## src/design/dssu_pkg.sv

```systemverilog
// Shared types, sizes and operation codes for the data stack shuffle unit.
package dssu_pkg;

    localparam int STACK_DEPTH = 16;
    localparam int WORD_WIDTH  = 32;
    localparam int CNT_W       = $clog2(STACK_DEPTH + 1);
    localparam int FUNC_W      = 4;
    localparam int STATUS_W    = 2;

    // Entries below the top three live in a small RAM
    localparam int MEM_DEPTH = (STACK_DEPTH > 4) ? STACK_DEPTH - 3 : 2;
    localparam int MEM_AW    = $clog2(MEM_DEPTH);

    localparam logic [FUNC_W-1:0] FUNC_PUSH     = 4'd0;
    localparam logic [FUNC_W-1:0] FUNC_CLEAR    = 4'd1;
    localparam logic [FUNC_W-1:0] FUNC_DUP      = 4'd2;
    localparam logic [FUNC_W-1:0] FUNC_DUPD     = 4'd3;
    localparam logic [FUNC_W-1:0] FUNC_POP      = 4'd4;
    localparam logic [FUNC_W-1:0] FUNC_POPD     = 4'd5;
    localparam logic [FUNC_W-1:0] FUNC_POP2     = 4'd6;
    localparam logic [FUNC_W-1:0] FUNC_SWAP     = 4'd7;
    localparam logic [FUNC_W-1:0] FUNC_SWAPD    = 4'd8;
    localparam logic [FUNC_W-1:0] FUNC_ROTATE   = 4'd9;
    localparam logic [FUNC_W-1:0] FUNC_ROLLUP   = 4'd10;
    localparam logic [FUNC_W-1:0] FUNC_ROLLDOWN = 4'd11;

    localparam logic [STATUS_W-1:0] STATUS_OK       = 2'd0;
    localparam logic [STATUS_W-1:0] STATUS_TOO_FEW  = 2'd1;
    localparam logic [STATUS_W-1:0] STATUS_OVERFLOW = 2'd2;

    typedef logic [WORD_WIDTH-1:0] word_t;

    typedef struct packed {
        logic [FUNC_W-1:0] func;
        word_t             value;
    } cmd_t;

    typedef struct packed {
        logic [STATUS_W-1:0] status;
        logic [CNT_W-1:0]    depth;
        word_t               top0;
        word_t               top1;
        word_t               top2;
    } rsp_t;

endpackage

```

## src/design/data_stack_shuffle_unit_top.sv

```systemverilog
// The response is registered: a cmd transfer's rsp is offered in the next cycle.
// Throughput: one op per cycle unless cmd_stall; the top three entries sit
// in flops and the two entries below them are prefetched from the spill RAM.
// Reset: rst_n (asynchronous, active low) empties the stack and drops any
// pending response; the spill RAM needs no clearing pass.
// Top level: data stack with a cached top of stack and a spill RAM.
module data_stack_shuffle_unit_top (
    input  logic          clk,
    input  logic          rst_n,
    input  logic          cmd_valid,
    output logic          cmd_stall,
    input  dssu_pkg::cmd_t cmd,
    output logic          rsp_valid,
    input  logic          rsp_stall,
    output dssu_pkg::rsp_t rsp
);
    import dssu_pkg::*;

    // Stack layout: entry i from the top.
    //   i = 0..2 : top0_reg..top2_reg
    //   i = 3    : below0_reg (copy of RAM entry count-4)
    //   i = 4    : below1_reg (copy of RAM entry count-5)
    //   i >= 3   : also held in spill_mem at absolute index count-1-i
    // Growing ops spill top2 into the RAM; shrinking ops refill the cache
    // from below0/below1 and fetch the next two RAM entries. A cycle never
    // both writes and reads the RAM, so no bypass is needed.
    word_t            spill_mem [MEM_DEPTH];

    logic [CNT_W-1:0] count_reg, count_next;
    word_t            top0_reg, top1_reg, top2_reg;
    word_t            top0_next, top1_next, top2_next;
    word_t            below0_reg, below1_reg;
    word_t            below0_next, below1_next;
    logic             rsp_valid_reg;
    rsp_t             rsp_reg;

    logic             accept;
    logic [1:0]       need;
    logic             grows;
    logic             shrink1, shrink2;
    logic [STATUS_W-1:0] status;
    logic             exec;
    logic             spill;
    logic [CNT_W-1:0] spill_idx, rd_idx0, rd_idx1;
    logic [MEM_AW-1:0] spill_addr, rd_addr0, rd_addr1;

    // Hold the command while an untaken response blocks the output register
    assign cmd_stall = rsp_valid_reg && rsp_stall;
    assign accept    = cmd_valid && !cmd_stall;

    // Decode how many entries the op needs and whether it grows the stack
    always_comb
    begin
        need  = 2'd0;
        grows = 1'b0;
        unique case (cmd.func) inside
            FUNC_PUSH:                   grows = 1'b1;
            FUNC_DUP:
            begin
                need  = 2'd1;
                grows = 1'b1;
            end
            FUNC_DUPD:
            begin
                need  = 2'd2;
                grows = 1'b1;
            end
            FUNC_POP:                    need = 2'd1;
            FUNC_POPD, FUNC_POP2, FUNC_SWAP: need = 2'd2;
            FUNC_SWAPD, FUNC_ROTATE, FUNC_ROLLUP, FUNC_ROLLDOWN: need = 2'd3;
            default:                     need = 2'd0;
        endcase
    end

    // Argument check first, then the full-stack check
    always_comb
    begin
        if (count_reg < CNT_W'(need))
        begin
            status = STATUS_TOO_FEW;
        end
        else if (grows && (count_reg >= CNT_W'(STACK_DEPTH)))
        begin
            status = STATUS_OVERFLOW;
        end
        else
        begin
            status = STATUS_OK;
        end
    end

    assign exec = (status == STATUS_OK);

    // RAM addresses: spill slot for a growing op, and the two entries that
    // become below0/below1 after a shrink (count-6 and count-7).
    assign spill_idx  = count_reg - CNT_W'(3);
    assign rd_idx0    = count_reg - CNT_W'(6);
    assign rd_idx1    = count_reg - CNT_W'(7);
    assign spill_addr = spill_idx[MEM_AW-1:0];
    assign rd_addr0   = rd_idx0[MEM_AW-1:0];
    assign rd_addr1   = rd_idx1[MEM_AW-1:0];

    // Next cached entries and depth for the accepted op
    always_comb
    begin
        count_next = count_reg;
        top0_next  = top0_reg;
        top1_next  = top1_reg;
        top2_next  = top2_reg;
        shrink1    = 1'b0;
        shrink2    = 1'b0;
        if (exec)
        begin
            case (cmd.func)
                FUNC_PUSH:
                begin
                    top0_next  = cmd.value;
                    top1_next  = top0_reg;
                    top2_next  = top1_reg;
                    count_next = count_reg + CNT_W'(1);
                end
                FUNC_CLEAR:
                begin
                    count_next = '0;
                end
                FUNC_DUP:
                begin
                    top1_next  = top0_reg;
                    top2_next  = top1_reg;
                    count_next = count_reg + CNT_W'(1);
                end
                FUNC_DUPD:
                begin
                    top2_next  = top1_reg;
                    count_next = count_reg + CNT_W'(1);
                end
                FUNC_POP:
                begin
                    top0_next  = top1_reg;
                    top1_next  = top2_reg;
                    top2_next  = below0_reg;
                    count_next = count_reg - CNT_W'(1);
                    shrink1    = 1'b1;
                end
                FUNC_POPD:
                begin
                    top1_next  = top2_reg;
                    top2_next  = below0_reg;
                    count_next = count_reg - CNT_W'(1);
                    shrink1    = 1'b1;
                end
                FUNC_POP2:
                begin
                    top0_next  = top2_reg;
                    top1_next  = below0_reg;
                    top2_next  = below1_reg;
                    count_next = count_reg - CNT_W'(2);
                    shrink2    = 1'b1;
                end
                FUNC_SWAP:
                begin
                    top0_next = top1_reg;
                    top1_next = top0_reg;
                end
                FUNC_SWAPD:
                begin
                    top1_next = top2_reg;
                    top2_next = top1_reg;
                end
                FUNC_ROTATE:
                begin
                    top0_next = top2_reg;
                    top2_next = top0_reg;
                end
                FUNC_ROLLUP:
                begin
                    top0_next = top1_reg;
                    top1_next = top2_reg;
                    top2_next = top0_reg;
                end
                FUNC_ROLLDOWN:
                begin
                    top0_next = top2_reg;
                    top1_next = top0_reg;
                    top2_next = top1_reg;
                end
                default:
                begin
                    count_next = count_reg;
                end
            endcase
        end
    end

    // Spill top2 on growth once it holds a live entry
    assign spill = accept && exec && grows && (count_reg >= CNT_W'(3));

    // On growth the old top2 becomes entry 3; below0 slides to entry 4.
    // Shrinks take RAM data in the clocked block below.
    always_comb
    begin
        below0_next = below0_reg;
        below1_next = below1_reg;
        if (exec && grows)
        begin
            below0_next = top2_reg;
            below1_next = below0_reg;
        end
    end

    // Spill RAM and prefetch registers; contents need no reset
    always_ff @(posedge clk)
    begin
        if (spill)
        begin
            spill_mem[spill_addr] <= top2_reg;
        end
        if (accept)
        begin
            if (shrink1)
            begin
                below0_reg <= below1_reg;
                below1_reg <= spill_mem[rd_addr0];
            end
            else if (shrink2)
            begin
                below0_reg <= spill_mem[rd_addr0];
                below1_reg <= spill_mem[rd_addr1];
            end
            else
            begin
                below0_reg <= below0_next;
                below1_reg <= below1_next;
            end
        end
    end

    // Cached top entries: payload, no reset
    always_ff @(posedge clk)
    begin
        if (accept)
        begin
            top0_reg <= top0_next;
            top1_reg <= top1_next;
            top2_reg <= top2_next;
        end
    end

    // Depth and response valid
    always_ff @(posedge clk or negedge rst_n)
    begin
        if (!rst_n)
        begin
            count_reg     <= '0;
            rsp_valid_reg <= 1'b0;
        end
        else
        begin
            if (accept)
            begin
                count_reg <= count_next;
            end
            if (accept)
            begin
                rsp_valid_reg <= 1'b1;
            end
            else if (!rsp_stall)
            begin
                rsp_valid_reg <= 1'b0;
            end
        end
    end

    // Response register: absent entries read as zero
    always_ff @(posedge clk)
    begin
        if (accept)
        begin
            rsp_reg.status <= status;
            rsp_reg.depth  <= count_next;
            rsp_reg.top0   <= (count_next >= CNT_W'(1)) ? top0_next : '0;
            rsp_reg.top1   <= (count_next >= CNT_W'(2)) ? top1_next : '0;
            rsp_reg.top2   <= (count_next >= CNT_W'(3)) ? top2_next : '0;
        end
    end

    assign rsp_valid = rsp_valid_reg;
    assign rsp       = rsp_reg;

endmodule

```

## config.mk

```make
export PLATFORM = sky130hd
export DESIGN_NAME = data_stack_shuffle_unit_top
export DESIGN_NICKNAME = d
export VERILOG_FILES = /design/src/design/dssu_pkg.sv /design/src/design/data_stack_shuffle_unit_top.sv
export SDC_FILE = /design/constraint.sdc
export NUM_CORES = 1
export LEC_CHECK = 0
export BUFFER_PORTS_ARGS = -buffer_cell sky130_fd_sc_hd__buf_2
export CORE_MARGIN = 4
export CORE_UTILIZATION = 24
export CTS_CLUSTER_DIAMETER = 120
export DETAILED_ROUTE_END_ITERATION = 8
export SYNTH_ARGS = -nofsm -noshare
export SYNTH_HDL_FRONTEND = slang
export SYNTH_SLANG_ARGS = --single-unit
```

## constraint.sdc

```tcl
create_clock -name clk -period 18 [get_ports clk]
set_input_delay 2.7 -clock clk [delete_from_list [all_inputs] [get_ports clk]]
set_output_delay 2.7 -clock clk [all_outputs]
set_load 0.02 [all_outputs]
```

# == After elaboration in Yosys (flattened, before gate mapping) ==
# Memory sizes are Yosys's and may differ from the RTL's.
# Cells that the tools add are included.
# word_totals
reg_bits,269
ramBits,416
n_memories,1
# op_classes
eq_ne,12
n_mux,26
magnitude_cmp,6
n_reduce_logical,23
addsub,6
# memory_table
memory,depth,word_bits,read_ports,rd_clocked_by_memory_dff,wr,line_no,text
spill_mem,13,32,2,0,1,data_stack_shuffle_unit_top.sv:27,word_t spill_mem [MEM_DEPTH];
# op_table
op,n
32-bit 2-to-1 mux,9
32-bit one-hot mux with 3 select lines,2
32-bit one-hot mux with 4 select lines,1
5-bit one-hot mux with 4 select lines,1
"4-bit by 3-bit equality test with 1-bit output, second input constant",4
"4-bit equality test, second input constant",4
4-bit OR reduction,4
"5-bit by 2-bit >= comparator with 1-bit output, second input constant",3
1-bit 2-to-1 mux,9
3-bit OR reduction,3
"4-bit by 2-bit equality test with 1-bit output, second input constant",2
"4-bit by 3-bit subtractor with 4-bit output, second input constant",2
1-bit logical AND,7
2-bit one-hot mux with 3 select lines,1
2-bit OR reduction,3
"5-bit by 1-bit adder with 5-bit output, second input constant",1
"5-bit by 1-bit >= comparator with 1-bit output, second input constant",1
"5-bit >= comparator, second input constant",1
5-bit by 2-bit less-than comparator with 1-bit output,1
5-bit 2-to-1 mux,1
5-bit OR reduction,1
"5-bit by 1-bit subtractor with 5-bit output, second input constant",1
"5-bit by 2-bit subtractor with 5-bit output, second input constant",1
"4-bit by 1-bit equality test with 1-bit output, second input constant",1
other kinds (8),9

# == Logic depth before layout (Yosys ltp) ==
# depth
word_depth,12
ltp_mapped,15
ltp_nobuf,10

# == Worst setup path before layout ==
# No wires, ideal clock.
# synth_timing
path_type,input -> register
startpoint,input port cmd[32] (netlist name)
endpoint,"register below0_reg[0], enable pin"
setup_time_ns,0.581
t_arrival_ns,8.987
slack_ns,8.432
stages,10
path_cell_list,buf_2 clkbuf_1 inv_1 a21oi_1 o21ai_0 ha_1 inv_1 a2111oi_4 o21ai_1 a211oi_1
# synth_via
elab_chain_cells,10
# synth_rtl
item,line_no,text
start: declaration,data_stack_shuffle_unit_top.sv:12,"input dssu_pkg::cmd_t cmd,"
"parallel branches: the longest is 8 deep, another holds 5-bit by 2-bit less-than comparator with 1-bit output",n/a,
3-bit nonzero test (no source line) *,n/a,
2-bit AND reduction (no source line) *,n/a,
end signal: assignment,data_stack_shuffle_unit_top.sv:222,below0_reg <= below1_reg;
end signal: assignment,data_stack_shuffle_unit_top.sv:227,below0_reg <= spill_mem[rd_addr0];
end signal: assignment,data_stack_shuffle_unit_top.sv:232,below0_reg <= below0_next;
end: declaration,data_stack_shuffle_unit_top.sv:32,"word_t below0_reg, below1_reg;"
# Every way passes the cells marked *.
# A chain may end at the register's enable or synchronous reset.

# == Worst setup path in the final report ==
# layout_timing
startpoint,input port cmd[35] (netlist name)
endpoint,"register rsp_reg, in the netlist rsp[83] (data pin)"
# layout_via
elab_chain_cells,9
# layout_rtl
item,line_no,text
"parallel branches: the longest is 9 deep, another holds 5-bit by 2-bit less-than comparator with 1-bit output",n/a,
end: declaration,data_stack_shuffle_unit_top.sv:35,rsp_t rsp_reg;
# Several ways; the timed one is not identified.

==> results.cfg <==
[run_status]
status = complete, no violations

[cts]
path_clk_slew_ns = 0.07
cts_tree = built
clkLatencyLatePin_ns = 0.66
cts_root_buffer = clkbuf_16
clk_path_buf_depth = 3
cts_sinks = 685
cts.repair.resized = 0
hold_buffers = 0
htreeDepth = 2
numCtsBuffers = 61
postCtsSetupRepairBufs = 0

[power]
ir_drop_mv = 0.124
leakagePower_nw = 12.2
power_mw = 5.27
power_density_mw_per_mm2 = 141

[floorplanning]
die_h_um = 376
fp.dieW_um = 376
pin_count = 145
initial_core_util = 0.243
row_count = 134
coreArea_mm2 = 0.134
dieArea_mm2 = 0.142

[finish]
antennaDiodeCount = 0
area_growth_pct = 15.0
seq_area_mm2 = 0.0205
multi_input_area_mm2 = 0.0115
nFillCells = 13400
layout-drive-gt1-share = 0.275
largest_reg_flops = 416
fin_nets = 2150
fin_util = 0.279
fin_cells = 3915
final_area_mm2 = 0.0375

[placed_design]
dp_hpwl_um = 52400
portBuffers = 144
gp_congestion = 0.770
dp.cells = 3801
dpl_cell_area_mm2 = 0.0354

[grt]
grt_pass1_wl_um = 135000
grt_max_degree = 130
grt_usage = 0.126
grt_antenna_before_repair = 1
first_global_vias = 20000
grt_overflow = 0

[synthesis]
synthTopCellsByCount = 679 x edfxtp_1, 256 x mux4_2, 207 x nand2_1
yosysUniqueCellTypes = 50
synth_ff_type = edfxtp_1
synth_top_family_by_area = multiplexers
syn_area_mm2 = 0.0326
synthCells = 2003
synth_edf_count = 679
yosysTopAreaCellShare = 0.626
synth_nets = 2057
synth-async-reset-ratio = 0.00876
yosysTopAreaCell = edfxtp_1
yosys.area_share.simple = 0.0599
synth-compound-area-share = 0.0803
synth_fa_ha_area_frac = 0.00561
ys_ff_latch = 685
synth_area_leaders = edfxtp_1 63%, mux4_2 18%, nand2_1 2.4%
ys_seq_area_frac = 0.630
synthXorXnorAreaFrac = 0.00242
yosysMostFrequentCell = edfxtp_1
synthMuxAreaShare = 0.198
yosys_warnings = 0
syn_area_per_cell_um2 = 16.3

[worst_setup_path]
path_cells = buf_2, nand2b_2, buf_4, nor2_1, ha_1, nand3_1, and3_1, o21bai_1, or3b_1, o31ai_4, buf_4, a221oi_1
crit_family = buffers and inverters
r2r_start = count_reg[0]$_DFFE_PN0P_
r2r_slack_ns = 13.46
arrival_ns = 7.33
crit_type = in2reg
path_common_cell = buf_4
critical_path_buf_inv_count = 3
endpoint_kind = flip-flop
cp.depth = 12
worst-r2r-cell-count = 7
required_ns = 18.36
crit_path_top_delay_cell = o31ai_4
startpoint_type = input port
r2r-end = below1_reg[21]$_DFFE_PP_
worstPathMaxFanout = 44
critical_path.max_stage_delay_ns = 0.99

[timing]
fmax_mhz = 143
maxSlewHeadroom = 0.220
period_minus_slack_ns = 6.98
setup_tns_ns = 0
hold_viol_final = 0
maxSlewViolCount = 0
fin_crit_sh = 0.388
fin_skew_ns = 0.0162
setup_violations = 0
rsz0062_at_grt = no
tightest_slew_ns = 1.17

[hold_path]
hold_depth = 2
hp-start = rsp_valid$_DFFE_PN0P_
worstHoldEndpoint = rsp_valid$_DFFE_PN0P_
hold_path.class = reg2reg

[detailed_routing]
dr.pass1.iters = 9
wl_per_cell_um = 23.7
postRouteAntennaNets = 0
drc_errors = 0
vias_per_cell = 5.16
num_vias = 20200
totalWireLength_um = 92700
drt_iter0_markers = 2775

[run]
maxCapViolations = 0
==> cell type report <==
type | instances | area share
Clock buffer | 79 | 0.0434
Clock inverter | 35 | 0.0113
Inverter | 14 | 0.00160
Multi-Input combinational cell | 1142 | 0.308
Sequential cell | 685 | 0.548
Tap cell | 1768 | 0.0590
Timing Repair Buffer | 192 | 0.0288
==> logic make-up after synthesis <==
kind of cell / Yosys count
multiplexers: 325
AO/OA/AOI/OAI: 371
AND/OR/NAND/NOR: 423
buffers and inverters: 176
adder cells (fa/ha/maj): 14
XOR/XNOR: 9
flip-flops: 685
==> power breakdown <==
group	switching [mW]	leakage, nW	total [mW]	internal, mW
Combinational	0.987	4.84	1.79	0.800
Sequential	0.153	6.34	2.13	1.97
Clock	0.603	0.985	1.36	0.756
Total	1.74	12.2	5.27	3.53
==> stage by stage <==
step | setup slack [ns] | hold slack, ns
2_1_floorplan | 8.43 | 0.522
3_3_place_gp | 10.46 | 0.501
3_5_place_dp | 10.42 | 0.524
4_1_cts | 11.12 | 0.541
5_1_grt | 10.84 | 0.574
6_report | 11.02 | 0.531
==> metal layers <==
layer | wire length (um) | vias to the layer above | GRT usage
li1 | - | 8406 | -
met1 | 36100 | 10600 | 0.159
met2 | 47100 | 978 | 0.220
met3 | 6540 | 157 | 0.0198
met4 | 2960 | 0 | 0.0445
met5 | 0 | - | 0
==> layout by cell type (no fill, tap or decap), types with 5 or more instances in the layout <==
master and instances:
and2_2 12, buf_2 144, a21oi_1 111, a22oi_1 32
a222oi_1 64, a221oi_1 64, o21ai_0 71, or2_2 6
mux2i_1 66, clkbuf_1 16, nor2_1 74, nor3_1 5
nand2_1 207, or2_1 61, ha_1 11, inv_1 13
nand3_1 5, clkbuf_16 62, clkinv_2 8, nand2b_1 5
mux4_2 256, bufinv_16 8, nor2b_1 34, edfxtp_1 679
xnor2_1 5, clkinv_1 8, buf_4 48
==> worst reg2reg max path: cells and delay by family (launching register included) <==
family	cells	cell delay [ns]
buffers and inverters	2	1.29
adders and majority gates	1	0.76
AOI/OAI and AO/OA	1	0.09
DFF	1	1.01
muxes	3	1.12
==> worst max path at each step <==
stage	startpoint	end
5_1_grt	cmd[35]	rsp[84]$_SDFFCE_PN0P_
2_1_floorplan	cmd[32]	below0_reg[0]$_DFFE_PP_
6_report	cmd[35]	rsp[83]$_SDFFCE_PN0P_
3_5_place_dp	cmd[35]	rsp[86]$_SDFFCE_PN0P_
4_1_cts	cmd[35]	rsp[83]$_SDFFCE_PN0P_
3_3_place_gp	cmd[35]	rsp[89]$_SDFFCE_PN0P_
No activity file was read; power rests on OpenSTA's default activity.
